==> config.mk <==
export PLATFORM = sky130hd
export DESIGN_NAME = pat_ram
export DESIGN_NICKNAME = d
export VERILOG_FILES = /design/src/pat_ram.sv
export SDC_FILE = /design/constraint.sdc
export NUM_CORES = 1
export LEC_CHECK = 0
export BUFFER_PORTS_ARGS = -buffer_cell sky130_fd_sc_hd__buf_2
export CAP_MARGIN = 25
export CELL_PAD_IN_SITES_DETAIL_PLACEMENT = 1
export CELL_PAD_IN_SITES_GLOBAL_PLACEMENT = 2
export CORE_MARGIN = 4
export CORE_UTILIZATION = 52
export CTS_CLUSTER_DIAMETER = 80
export DETAILED_ROUTE_END_ITERATION = 7
export PLACE_DENSITY = 0.84
export SLEW_MARGIN = 20
export SYNTH_ARGS = -nofsm -noshare
export SYNTH_HDL_FRONTEND = slang
export SYNTH_SLANG_ARGS = --single-unit
==> constraint.sdc <==
create_clock -name clk -period 4.1 [get_ports clk]
set_input_delay 0.41 -clock clk [delete_from_list [all_inputs] [get_ports clk]]
set_output_delay 0.41 -clock clk [all_outputs]
set_load 0.005 [all_outputs]
==> src/pat_ram.sv <==
// ----------------------------------------------------------------------------
// pat_ram: generic single-port-write, single-port-read RAM
// One write and one read per cycle; read data is registered.
// ----------------------------------------------------------------------------
module pat_ram #(
	parameter int WIDTH = 8,
	parameter int DEPTH = 16
) (
	input  logic                     clk,
	input  logic                     we,
	input  logic [$clog2(DEPTH)-1:0] waddr,
	input  logic [WIDTH-1:0]         wdata,
	input  logic                     re,
	input  logic [$clog2(DEPTH)-1:0] raddr,
	output logic [WIDTH-1:0]         rdata
);

	logic [WIDTH-1:0] mem [DEPTH];

	always_ff @(posedge clk) begin
		if (we)
			mem[waddr] <= wdata;
		if (re)
			rdata <= mem[raddr];
	end

endmodule

-- Word-level counts from Yosys, hierarchy flattened
Memories as Yosys holds them, arrays and structs flattened. A register that Yosys moved wholly into a read port is not among the register bits.
Cells that the tools add are included.
- register bits: 0
- memory bits (writable): 128
- bits of input ports: 19
- output and inout bits: 8
- word-level logic and storage cells: 3
- memories kept: 1
- multiplexer cells: 2
- memory list (memory ; depth ; width ; read ports ; clocked after Yosys merged registers in ; wr ports ; RTL line ; source):
    mem ; 16 ; 8 ; 1 ; 1 ; 1 ; 18 ; logic [WIDTH-1:0] mem [DEPTH];
- operators by type and width (operator ; count):
    $mux 1 ; 2

-- Depth between registers and ports, before layout
Gate-level depths: netlist (run 1).
- depth in word-level cells: 2
- depth in mapped cells: 5
- mapped depth without buffers: 3

-- Worst setup path after synthesis (run 1)
OpenSTA, ideal clock, no wires.
- kind: input -> register
- start: input port waddr[2]
- end: memory mem[0][0], enable pin
- setup time: 0.383 ns
- arrival: 1.520 ns
- required time: 3.717 ns
- setup slack: 2.197 ns
- stages on the path: 2
- path buffers: 0
- path through: or3b_2 nor3_1
- RTL lines (element ; RTL line ; source):
    from (decl) ; 11 ; input logic [$clog2(DEPTH)-1:0] waddr,
    to (decl) ; 18 ;
No word-level cell before the write port.

==> results.toml, run 1 <==
[power_and_ir_drop]
ir_drop_mv = 0.308
power.leakage_nw = 2.07
design_power_total_mw = 3.49
power.density_nw_per_um2 = 566

[clocking]
clock_latency_ps = 520
ctsResizeCount = 0
cts_hold_buf = 0
htreeDepth = 4
clkTransAtPathRegs_ps = 60
ctsRootBufferMaster = "clkbuf_8"
cts_made_buffers = 17
clock_sinks = 136
clock_path_buffers = 2
postCtsSetupRepairBufs = 0
cts_tree = "yes"

[sta]
period_minus_slack_ps = 1910
setup_viol = 0
skew_ps = 14.5
worst_slew_pin_slew_ps = 980
finalCritPeriodShare_pct = 46.5
finalMaxSlewViolations = 0
hold_viol_final = 0
rsz0062_at_grt = "no"
fmax_ghz = 0.524
max_slew_margin_pct = 34.5
finalSetupTns_ps = 0

[global_route]
grt_max_degree = 33
antenna_found_initial = 0
grtUsageMet2_pct = 33.7
grt_use_met1_pct = 28.2
grt_overflow = 0
first_global_vias = 2616
use_met3_pct = 4.96
grt_first_pass_wirelength_um = 16400
busiest_layer = "met2"
grt_use_total_pct = 20.9

[routing]
drc_errors = 0
drtIter0Drc = 155
num_vias = 2433
firstDrtPassIters = 4
wl_per_cell_um = 26.1
vias_per_cell = 5.86
antenna_left = 0
wl_um = 10800

[place]
dp_hpwl_um = 6510
place_congestion = 0.690
io_buffers = 26

[layout]
fill_cells = 818
final_nets = 288
drive_gt1_share_pct = 28.7
diodes = 0
syn_to_final_growth_pct = 18.1

[yosys]
synth_area_um2 = 5230
synth-xor-area-share_pct = 0
ys_warn_count = 0
synthesis.nets = 248
yosys.area_share.simple_pct = 3.14
synth-compound-area-share_pct = 2.30
synth.avg_cell_area_um2 = 22.8
synth.area.mux_share_pct = 14.8
synthAdderAreaFrac_pct = 0
synthDistinctLibCells = 18
synth_top_area_cell = "edfxtp_1"
synth_top_family_by_area = "multiplexers"
synthCells = 229
synth.yosys.seq_area_share_pct = 78.1
synth_top_area_share_pct = 78.1
netlist_top_cells_area = "edfxtp_1, mux4_2, mux4_1, a22oi_1, nor2_1"
synth-seq-cells = 136

[floorplanning]
core_um2 = 9770
die-area_um2 = 11700
fp.dieW_um = 108
num_io_pins = 27
std_cell_rows = 36
fp.dieH_um = 108
initial_core_util_pct = 53.5

[hold_path]
worstHoldStart = "re"
hold_class = "in2reg"
whs_path_depth = 1
hold_end = "rdata[5]"

[setup_path]
r2r-start = "mem[4][0]"
reg2reg_slack_ps = 2580
crit_fanout = 29
crit_chain = "buf_2 > mux4_1 > a22oi_1 > nand2_1"
cp_top_family = "buffers and inverters"
reg2reg_depth = 3
slowest_stage = "buf_2"
arrival_ps = 2170
reg2reg_to = "rdata[0]"
critPathRequiredTime_ps = 4360
worstSetupEndpointType = "flip-flop"
cp_num_buf_inv = 1
start_kind = "input pin"
max_stage_delay_ps = 710
cp_num_cells = 4
criticalPathCategory = "in2reg"

[job]
cap_violations = 0

[outcome]
status = "finished, final reports clean"
state kept, by name, summed over array words and instances (netlist names):
signal and cells:
mem 128, rdata 8
area by class of cell:
| type | instances | area [um2] | area share (%) |
|---|---|---|---|
| sequential | 136 | 4080 | 66.1 |
| multi-input combinational | 83 | 1060 | 17.2 |
| timing repair buffer | 31 | 168 | 2.72 |
| clock inverter | 14 | 277 | 4.48 |
| clock buffer | 18 | 418 | 6.77 |
| tap | 133 | 166 | 2.70 |
kinds of logic after synthesis:
logic type,Yosys count
AO/OA/AOI/OAI,16
AND/OR/NAND/NOR,35
multiplexers,32
buffers and inverters,10
flip-flops,136
metal layers:
layer | part of all wire [%] | up-vias
met5 | 0 | -
met4 | 1.2 | 0
met3 | 6.0 | 10
met2 | 51 | 86
met1 | 41 | 1274
li1 | - | 1063
Yosys cell counts:
cell type,n
nand3b_1,2
nor3_1,4
edfxtp_1,136
nor2_1,13
and2b_1,1
nor2b_1,1
nand3_1,1
and2_1,1
a22oi_1,16
nand2_1,9
mux4_2,18
or3b_2,1
buf_6,3
mux4_1,14
nand2b_1,2
clkdlybuf4s25_2,3
buf_2,3
buf_4,1
worst reg2reg max path, stage by stage (launching register included):
cell and delay [ps]:
edfxtp_1 390, mux4_1 550, a22oi_1 220, nand2_1 100
worst max path at each step:
| stage | startpoint | slack [ps] | endpoint |
|---|---|---|---|
| 6_report | raddr[0] | 2190 | rdata[5] |
| 3_5_place_dp | raddr[0] | 1650 | rdata[5] |
| 4_1_cts | raddr[0] | 2190 | rdata[6] |
| 2_1_floorplan | waddr[2] | 2200 | mem[0][0] |
| 3_3_place_gp | raddr[0] | 1660 | rdata[7] |
| 5_1_grt | raddr[0] | 2100 | rdata[2] |
cells in the final DEF, fill, tap and decap left out, drive strengths merged:
master and instances:
a22oi 16, and2 1, and2b 1, buf 31, bufinv 8, clkbuf 18
clkinv 3, clkinvlp 3, edfxtp 136, mux4 32, nand2 9, nand2b 2
nand3 1, nand3b 2, nor2 13, nor2b 1, nor3 4, or3b 1
metrics by stage:
step	hold slack, ps	util, %	cell area [um2]	instances	setup slack, ps
floorplan	509	-	5230	229	2200
global placement	720	56.0	5470	382	1660
detailed placement	738	56.0	5470	382	1650
CTS	251	63.1	6170	414	2190
global route	244	63.2	6170	415	2100
finish	267	63.2	6170	415	2190
power breakdown:
group	internal [mW]	switching (mW)
Combinational	0.0553	0.0815
Clock	1.23	0.552
Sequential	1.57	0.00913
Power figures use the tool's default switching activity.
==> run 2, diff against run 1 <==
--- a/config.mk
+++ b/config.mk
@@ -10,10 +10,10 @@
 export CELL_PAD_IN_SITES_DETAIL_PLACEMENT = 1
 export CELL_PAD_IN_SITES_GLOBAL_PLACEMENT = 2
 export CORE_MARGIN = 4
-export CORE_UTILIZATION = 52
+export CORE_UTILIZATION = 48
 export CTS_CLUSTER_DIAMETER = 80
 export DETAILED_ROUTE_END_ITERATION = 7
-export PLACE_DENSITY = 0.84
+export PLACE_DENSITY = 0.78
 export SLEW_MARGIN = 20
 export SYNTH_ARGS = -nofsm -noshare
 export SYNTH_HDL_FRONTEND = slang
==> constraint.sdc (replaced) <==
create_clock -name clk -period 1.85 [get_ports clk]
set_input_delay 0.185 -clock clk [delete_from_list [all_inputs] [get_ports clk]]
set_output_delay 0.185 -clock clk [all_outputs]
set_load 0.005 [all_outputs]
==> run 2 against run 1 <==
  * Hold slack lost 220 ps
  * First-iteration DRC count up 17%
  * Sequential power is 120% higher
  * Combinational power grew 130%
  * Non-clock buffer count is 17 higher
  * Clock power increased by 70%
  * Die area grew 7.7%
  * Clock-buffer cell count rose by 1
  * Routed wire length decreased by 1.6%
  * Flip-flop and latch count unchanged
  * Critical endpoint unchanged
  * Largest cell class unchanged
  * Largest power group is now registers
  * Highest routed layer unchanged
==> results.toml, run 2 (same netlist as run 1, synthesis figures left out) <==
[setup_path]
cp_num_buf_inv = 0
criticalPathCategory = "reg2reg"
crit_chain = "mux4_1 > a22oi_1 > nand2_1"
crit_fanout = 1
crit_start = "mem[0][5]"
critPathRequiredTime_ps = 2120
slowest_stage = "mux4_1"
r2r-start = "mem[0][5]"
start_kind = "flip-flop"
arrival_ps = 1780
worstSetupEndpointType = "flip-flop"
max_stage_delay_ps = 530
cp_top_family = "multiplexers"

[job]
cap_violations = 0

[floorplanning]
fp.dieW_um = 112
core_um2 = 10500
fp.dieH_um = 112
die-area_um2 = 12600
num_io_pins = 27
std_cell_rows = 37
initial_core_util_pct = 50.0

[layout]
largestRegisters = "mem x128, rdata x8"
drive_gt1_share_pct = 31.5
final_cell_mix = "edfxtp_1, buf_2, buf_4, mux4_2"
final_nets = 305
syn_to_final_growth_pct = 17.9
diodes = 0
largest_register = "mem"
post-route-util_pct = 58.9
fill_cells = 937
largest_register_ff_count = 128
final_common_cell = "edfxtp_1"

[power_and_ir_drop]
power.leakage_nw = 2.10
power.density_nw_per_um2 = 1110
ir_drop_mv = 0.466

[sta]
rsz0062_at_grt = "no"
skew_ps = 7.46
fmax_ghz = 0.662
period_minus_slack_ps = 1510
setup_viol = 0
worst_slew_pin_slew_ps = 449
fin_ws_ps = 340
hold_viol_final = 0
max_slew_margin_pct = 70.1
finalMaxSlewViolations = 0
finalCritPeriodShare_pct = 81.6
finalSetupTns_ps = 0

[global_route]
grt_first_pass_wirelength_um = 16900
antenna_found_initial = 0
grt_overflow = 0
grt_use_total_pct = 18.9
grt_max_degree = 33
first_global_vias = 2749

[clocking]
clock_latency_ps = 520
ctsRootBufferMaster = "clkbuf_8"
clock_sinks = 136
ctsResizeCount = 0
postCtsSetupRepairBufs = 0
cts_hold_buf = 0
clock_path_buffers = 2
clkTransAtPathRegs_ps = 60
htreeDepth = 4
cts_tree = "yes"
cts_made_buffers = 17

[routing]
firstDrtPassIters = 4
num_vias = 2484
wl_um = 10700
vias_per_cell = 5.72
wl_per_cell_um = 24.6
drtIter0Drc = 182
drc_errors = 0
antenna_left = 0

[hold_path]
hold_class = "in2reg"
worstHoldStart = "wdata[0]"

[outcome]
status = "finished, final reports clean"

[place]
dp_hpwl_um = 6690
dp_slack_ps = 85.7
place_congestion = 0.724
io_buffers = 26
[run 2: cell count changes in the layout (fill, tap and decap cells not counted), sizes merged]
cell	previous run	this run
buf	31	48
clkbuf	18	19
clkinvlp	3	1
bufinv	8	2
clkinv	3	9
[run 2: final timing paths]
| check | end | slack, ps | cells after the start |
|---|---|---|---|
| setup / recovery | rdata[5] | 340 | 3 |
| hold reg to reg | rdata[7] | 760 | 3 |
| hold / removal | mem[1][0] | 40 | 1 |
| setup reg to reg | rdata[5] | 340 | 3 |
[run 2: routing by layer]
metal	wire, um	track usage [%]
met1	4510	26.0
met2	5270	28.9
met3	692	5.55
met4	184	7.29
met5	0	0
[run 2: power breakdown]
group | internal [mW] | switching [mW] | total [mW]
combinational | 0.140 | 0.181 | 0.320
sequential | 3.47 | 0.0197 | 3.49
clock | 1.88 | 1.15 | 3.03
total | 5.49 | 1.35 | 6.84
[run 2: area by class of cell]
class / instances / area (um2) / share of cell area [%]
Clock buffer: 19 / 422 / 6.84
Clock inverter: 12 / 110 / 1.79
Multi-Input combinational cell: 83 / 1060 / 17.2
Sequential cell: 136 / 4080 / 66.3
Tap cell: 136 / 170 / 2.76
Timing Repair Buffer: 48 / 320 / 5.20
[run 2: stage by stage]
| step | instance area [um2] | power, mW | hold WS (ps) | instances |
|---|---|---|---|---|
| 6_report | 6160 | 6.84 | 44.7 | 434 |
| 3_3_place_gp | 5630 | 3.87 | 569 | 403 |
| 3_5_place_dp | 5630 | 3.88 | 579 | 403 |
| 2_1_floorplan | 5230 | 3.73 | 284 | 229 |
| 4_1_cts | 6160 | 6.91 | 18.0 | 434 |
| 5_1_grt | 6160 | 7.10 | 29.9 | 434 |
