--- src/pat_pkg.sv ---
// ----------------------------------------------------------------------------
// pat_pkg: shared types and constants of the page access hotness tracker
// Holds the action and status codes, field widths, default parameter values
// and the recency decay table used by the heat score.
// ----------------------------------------------------------------------------
package pat_pkg;

	localparam int BUCKETS_DEF    = 256;
	localparam int WAYS_DEF       = 4;
	localparam int PAGE_SHIFT_DEF = 12;

	localparam int ADDR_W = 48;
	localparam int TIME_W = 48;
	localparam int CNT_W  = 32;
	localparam int HEAT_W = 16;
	localparam int TRK_W  = 11;

	localparam logic [63:0] HASH_MUL = 64'h9E3779B97F4A7C15;

	localparam logic [1:0] ACT_RECORD = 2'd0;
	localparam logic [1:0] ACT_QUERY  = 2'd1;
	localparam logic [1:0] ACT_CLEAR  = 2'd2;

	localparam logic [1:0] ST_FOUND   = 2'd0;
	localparam logic [1:0] ST_CREATED = 2'd1;
	localparam logic [1:0] ST_NOTRK   = 2'd2;
	localparam logic [1:0] ST_FULL    = 2'd3;

	// Divider operand widths: the dividend is a 62-bit product, the divisor a time.
	localparam int DIV_NUM_W = 64;
	localparam int DIV_DEN_W = 48;

	localparam logic [29:0] NS_PER_SEC  = 30'd1000000000;
	localparam logic [9:0]  FREQ_SCALE  = 10'd1000;
	localparam logic [15:0] W_RECENCY   = 16'd39322;
	localparam logic [15:0] W_FREQ      = 16'd26214;

	// ceil(2^36 / 1000): for a rate below 1000, (rate * FREQ_RECIP) >> 20 equals
	// floor(rate * 65536 / 1000) exactly.
	localparam logic [26:0] FREQ_RECIP  = 27'd68719477;

	typedef struct packed {
		logic                 start;
		logic [DIV_NUM_W-1:0] num;
		logic [DIV_DEN_W-1:0] den;
	} div_req_t;

	typedef struct packed {
		logic                 done;
		logic [DIV_NUM_W-1:0] quo;
	} div_rsp_t;

	typedef logic [255:0][15:0] rom_t;

	// round(65535*exp(-0.07*i*2^30/1e9)) in Q62 fixed point, worked out at elaboration.
	function automatic rom_t build_recency();
		rom_t         rom;
		logic [63:0]  num;
		logic [63:0]  den;
		logic [63:0]  step;
		logic [63:0]  term;
		logic [63:0]  pos;
		logic [63:0]  neg;
		logic [63:0]  decay;
		logic [63:0]  p;
		logic [63:0]  v;
		logic [127:0] w;
		num  = 64'd7516192768;
		den  = 64'd100000000000;
		step = '0;
		term = 64'h4000000000000000;
		pos  = 64'h4000000000000000;
		neg  = '0;
		for (int k = 0; k < 62; k++) begin
			num  = num << 1;
			step = step << 1;
			if (num >= den) begin
				num     = num - den;
				step[0] = 1'b1;
			end
		end
		for (int k = 1; k <= 24; k++) begin
			w    = 128'(term) * 128'(step);
			term = 64'(w >> 62) / 64'(k);
			if (k[0])
				neg = neg + term;
			else
				pos = pos + term;
		end
		decay = pos - neg;
		p     = 64'h4000000000000000;
		for (int k = 0; k < 256; k++) begin
			w      = 128'(p) * 128'd65535;
			v      = 64'(w >> 62) + 64'(w[61]);
			rom[k] = (v > 64'd65535) ? 16'hFFFF : v[15:0];
			w      = 128'(p) * 128'(decay);
			p      = 64'(w >> 62);
		end
		return rom;
	endfunction

	localparam rom_t RECENCY_ROM = build_recency();

endpackage

--- src/pat_div.sv ---
// ----------------------------------------------------------------------------
// pat_div: iterative restoring divider
// Produces one quotient bit per cycle; done pulses when the quotient is ready.
// ----------------------------------------------------------------------------
module pat_div (
	input  logic              clk,
	input  logic              arst_n,
	input  pat_pkg::div_req_t req,
	output pat_pkg::div_rsp_t rsp
);

	localparam int NW = pat_pkg::DIV_NUM_W;
	localparam int DW = pat_pkg::DIV_DEN_W;
	localparam int CW = $clog2(NW + 1);

	logic [NW-1:0] quo_q;
	logic [DW-1:0] rem_q;
	logic [DW-1:0] den_q;
	logic [CW-1:0] cnt_q;
	logic          done_q;
	logic [DW:0]   shifted;
	logic          fits;

	assign shifted = {rem_q, quo_q[NW-1]};
	assign fits    = shifted >= {1'b0, den_q};

	always_ff @(posedge clk or negedge arst_n) begin
		if (!arst_n) begin
			cnt_q  <= '0;
			done_q <= 1'b0;
		end else begin
			done_q <= 1'b0;
			if (req.start) begin
				cnt_q <= CW'(NW);
			end else if (cnt_q != '0) begin
				cnt_q <= cnt_q - 1'b1;
				if (cnt_q == CW'(1))
					done_q <= 1'b1;
			end
		end
	end

	always_ff @(posedge clk) begin
		if (req.start) begin
			quo_q <= req.num;
			rem_q <= '0;
			den_q <= req.den;
		end else if (cnt_q != '0) begin
			quo_q <= {quo_q[NW-2:0], fits};
			rem_q <= fits ? DW'(shifted - {1'b0, den_q}) : shifted[DW-1:0];
		end
	end

	assign rsp.done = done_q;
	assign rsp.quo  = quo_q;

endmodule

--- config.mk ---
export PLATFORM = sky130hd
export DESIGN_NAME = pat_div
export DESIGN_NICKNAME = d
export VERILOG_FILES = /design/src/pat_pkg.sv /design/src/pat_div.sv
export SDC_FILE = /design/constraint.sdc
export NUM_CORES = 1
export LEC_CHECK = 0
export BUFFER_PORTS_ARGS = -buffer_cell sky130_fd_sc_hd__buf_4
export CORE_ASPECT_RATIO = 1.2
export CORE_MARGIN = 1
export CORE_UTILIZATION = 50
export DETAILED_ROUTE_END_ITERATION = 10
export GPL_ROUTABILITY_DRIVEN = 0
export GPL_TIMING_DRIVEN = 0
export PLACE_DENSITY = 0.75
export SLEW_MARGIN = 40
export SYNTH_ARGS = -nofsm -noshare
export SYNTH_HDL_FRONTEND = slang
export SYNTH_SLANG_ARGS = --single-unit
--- constraint.sdc ---
create_clock -name clk -period 5.12 [get_ports clk]
set_clock_uncertainty 0.1 [all_clocks]
set_input_delay 0.512 -clock clk [delete_from_list [all_inputs] [get_ports clk]]
set_output_delay 0.512 -clock clk [all_outputs]
set_load 0.01 [all_outputs]
; ---- After elaboration in Yosys (flattened, before gate mapping)
; Index checks and enable logic that the tools add are counted.
[totals]
register_bits = 168
latchBits = 0
ram_bits = 0
mem_bits_ro = 0
input_bits = 115
out_inout_bits = 65
wordCells = 19
mem_count = 0
[classes]
add_sub_neg = 2
n_mul = 0
div_mod_pow = 0
order_cmp = 1
eq_ne = 1
n_shift = 0
muxes = 8
bitwise = 0
n_reduce_logical = 2
[ops]
columns = op, count
row1 = 64-bit two-way mux, 2
row2 = 49-bit by 48-bit greater-or-equal comparator with 1-bit output, 1
row3 = 48-bit two-way mux, 1
row4 = 48-bit subtractor, 1
row5 = 7-bit two-way mux, 2
row6 = 7-bit by 1-bit equality test with 1-bit output (second input constant), 1
row7 = 7-bit nonzero test, 1
row8 = 7-bit by 1-bit subtractor with 7-bit output (second input constant), 1
row9 = 1-bit two-way mux, 3
row10 = 2-bit nonzero test, 1

; ---- Depth between registers and ports, before layout
[logic_depth]
ltp_word = 4
ltp_mapped = 14
ltp_nobuf = 12

; ---- Least setup slack after synthesis
; OpenSTA, ideal clock, no wires.
[synth_path]
path_type = register to register
start = register cnt_q[4]
end = register quo_q[0] (enable)
setup_time_ps = 688
arrival_time_ps = 2556
required_time_ps = 4332
slack_ps = 1776
path_stages_with_launch = 6
period_less_slack_ps = 3344
path_cell_list = dfrtp_1 > nor3_1 > and3_1 > clkbuf_1 > buf_1 > nand2_1
[synth_via]
elab_chain_len = 2
[synth_rtl]
columns = element, line_no
row1 = from (decl), pat_div.sv:19  ; logic [CW-1:0] cnt_q;
row2 = from (signal assigned), pat_div.sv:34  ; cnt_q <= CW'(NW);
row3 = from (signal assigned), pat_div.sv:36  ; cnt_q <= cnt_q - 1'b1;
row4 = 7-bit nonzero test, pat_div.sv:48  ; end else if (cnt_q != '0) begin
row5 = 2-bit nonzero test (no source line), --
row6 = to (signal assigned), pat_div.sv:45  ; quo_q <= req.num;
row7 = to (signal assigned), pat_div.sv:49  ; quo_q <= {quo_q[NW-2:0], fits};
row8 = to (decl), pat_div.sv:16  ; logic [NW-1:0] quo_q;
; Every way passes these cells.
; A chain may end at the register's enable or synchronous reset.

; ---- Final worst setup path
[layout_path]
start = register den_q[19]
end = register rem_q[32]
[layout_via]
elab_chain_len = 2
word_cells_on_any_way = 3
classes_between = 1 x add/sub / 1 x order compare / 1 x mux
[layout_rtl]
columns = element, line_no
row1 = from (decl), pat_div.sv:18  ; logic [DW-1:0] den_q;
row2 = from (signal assigned), pat_div.sv:47  ; den_q <= req.den;
row3 = 48-bit subtractor / 49-bit by 48-bit greater-or-equal comparator with 1-bit output (equally long branches), "pat_div.sv:50, pat_div.sv:25"
row4 = 48-bit two-way mux *, pat_div.sv:50  ; rem_q <= fits ? DW'(shifted - {1'b0, den_q}) : shifted[DW-1:0];
row5 = to (signal assigned), pat_div.sv:50
row6 = to (decl), pat_div.sv:17  ; logic [DW-1:0] rem_q;
; Every way passes the cells marked *; elsewhere a longest branch is shown, timed or not.

==> flow_summary.toml <==
[global_routing]
grt_remaining_overflow = 0
busiest_layer = "met2"
grt_max_degree = 50
first_global_vias = 8287
grtUsageMet1 = 0.325
met3_usage = 0.0646
antenna_found_initial = 0
grt_pass1_wl_mm = 42.1
grt_use_met2 = 0.470
gr-usage-all-layers = 0.275

[synthesis]
yosysMostFrequentCell = "edfxtp_1"
synth_top_flop_cell = "edfxtp_1"
ys_top_cells_by_area = "edfxtp_1, dfxtp_1, mux2_2"
synthMuxAreaShare = 0.0788
ys_ff_latch = 168
seq_area_frac_synth = 0.463
synth_common_cells = "edfxtp_1, nand2_1, a21oi_1"
synth.top_cell.area_share = 0.344
yosys.area.top_type = "edfxtp_1"
synth_compound_gate_area_share = 0.180
synth-simple-area-share = 0.122
synth_top_family_by_area = "compound AO/OA/AOI/OAI gates"
synth_edf_count = 112
synthAdderAreaFrac = 0.0660
ys_types = 69
netlist_area_um2 = 9780
yosysWarningCount = 0
synth_xor_area_frac = 0.0349
syn-num-nets = 1136
async_flop_share = 0.0476
syn_avg_cell_area_um2 = 10.1
syn_inst = 970

[cts]
post-cts-setup-buffers = 0
cts_resized = 0
cts_root_buf = "clkbuf_16"
cts_buffer_depth = 2
cts_tree = "built"
clk_pin_slew_ns = 0.08
cts_buffers = 17
clkSinkCount = 168
worst_skew_pair.late_latency_ns = 0.44
h-tree-depth = 4

[drt]
drc = 0
wl_per_cell_um = 18.7
drt_iter0_drc = 606
wl_mm = 26.9
final_antenna_net_count = 0
via_per_inst = 5.74
drtPass1Iterations = 5
via_count = 8267

[cells_and_area]
antenna_cells = 0
fillers = 1618
nNetsFinal = 1336
final_cell_area_um2 = 12100
drive_above_1_share = 0.270
final_cells = 1439
area_delta_synth_final_pct = 23.3

[placed_design]
post_dp_cell_area_um2 = 11500
hpwl_mm = 20.1
post-place-cells = 1406
port_buffers = 179

[timing]
maxSlewHeadroom = 0.449
final_hold_viol_count = 0
period_needed_ns = 3.64
min_period_over_period = 0.710
rsz0062_at_grt = "false"
fmax_ghz = 0.275
setup_tns_ns = 0
slew_viol_final = 0
setup_violations = 0
worst-slew-pin-transition_ns = 0.827

[die]
rows = 55
core_area_um2 = 19000
num_io_pins = 180
dieArea_um2 = 20100
dieHeight_um = 155
initial_utilization = 0.515
die_w_um = 130

[worst_setup_path]
worstPathArrival_ns = 3.89
cp-start-kind = "register"
crit_family = "compound AO/OA/AOI/OAI gates"
critical_path_class = "register to register"
critical_path_buf_inv_count = 3
slowest_delay_ns = 0.59
crit_top_cell = "inv_1"
cp_max_fo = 10
slowest_stage = "clkbuf_1"
crit_chain = "inv_1 > ha_1 > inv_1 > o311ai_1 > a31oi_1 > o2bb2ai_1 > nor3_2 > o21bai_2 > clkbuf_1 > nand3_1 > o211ai_1"
cp-end-kind = "register"
cp.required_ns = 5.38

[pwr]
power.density_nw_per_um2 = 526
leakage_nw = 5.24
finalPower_w = 0.00634
worst_ir_drop_vdd_mv = 0.285

[hold_path]
hp-class = "input pin to register"

[flow_run]
maxCapViolCount = 0

[status]
outcome = "finished, final reports clean"
==> sequential cells by signal (all words and copies together) (netlist names) <==
signal	cells
den_q	48
quo_q	64
done_q	1
cnt_q	7
rem_q	48
==> final timing paths <==
| check | start | endpoint | slack (ns) | cells past startpoint |
|---|---|---|---|---|
| worst min register to register | rem_q[14] | rem_q[14] | 0.38 | 2 |
| max in group asynchronous | arst_n | cnt_q[0] | 4.47 | 2 |
| min in group asynchronous | arst_n | done_q | 0.33 | 2 |
| worst max register to register | den_q[19] | rem_q[32] | 1.48 | 11 |
| worst max-delay path | den_q[19] | rem_q[32] | 1.48 | 11 |
| worst min-delay path | req[22] | den_q[22] | 0.14 | 1 |
==> layout make-up <==
class                   instances  area, um2  area share
multi-input cells             676       4720       0.392
flip-flops and latches        168       4520       0.375
repair buffers                181       1370       0.114
clock buffers                  17        425      0.0353
well taps                     256        320      0.0266
plain buffers                  59        287      0.0238
inverters                      67        251      0.0209
clock inverters                15        155      0.0129
==> routing by layer <==
metal  vias to the layer above  routed length, um
met1                      3874              10700
met3                        53               2230
met4                         0                879
li1                       3976                  -
met5                         -                  0
met2                       364              13100
==> where the power goes <==
group	internal, W	switching (W)
clock	0.000652	0.000622
combinational	0.00124	0.00181
sequential	0.00180	0.000220
total	0.00369	0.00265
==> cell usage in the layout (no fill, tap or decap), types with 9 or more instances in the layout <==
cell,synthesis,final
clkbuf_1,24,24
a211oi_1,16,16
o21ai_0,45,45
a31oi_1,10,10
nand3_1,25,25
nor2_1,68,68
o21a_1,9,9
mux2_2,64,64
nand2_1,93,92
edfxtp_1,112,112
a311oi_1,26,26
ha_1,50,50
nand4_1,21,21
buf_2,18,18
clkbuf_16,0,17
xor2_1,11,11
xnor2_1,28,28
a21o_1,18,18
nor3_1,10,10
dfxtp_1,48,48
nand2b_1,10,10
buf_4,6,185
inv_1,67,67
o211a_1,10,10
o211ai_1,9,9
o21bai_1,10,10
a21oi_1,70,70
==> stage by stage <==
step,util,setup slack [ns],hold WS (ns)
3_5_place_dp,0.604,1.56,0.236
2_1_floorplan,-,1.78,0.116
3_3_place_gp,0.602,0.0761,0.235
5_1_grt,0.635,1.29,0.127
4_1_cts,0.635,1.51,0.133
6_report,0.635,1.48,0.140
==> repair_timing <==
| action | 4_1_cts | 5_1_grt |
|---|---|---|
| setup endpoints to repair | 0 | 0 |
| hold buffers | 1 | 0 |
| hold endpoints to repair | 8 | 0 |
==> logic make-up after synthesis <==
kind of cell / after synthesis
AND/OR/NAND/NOR: 258
AO/OA/AOI/OAI: 259
multiplexers: 69
XOR/XNOR: 39
buffers and inverters: 126
flip-flops: 168
adder cells (fa/ha/maj): 51
(Power assumes the default switching activity.)
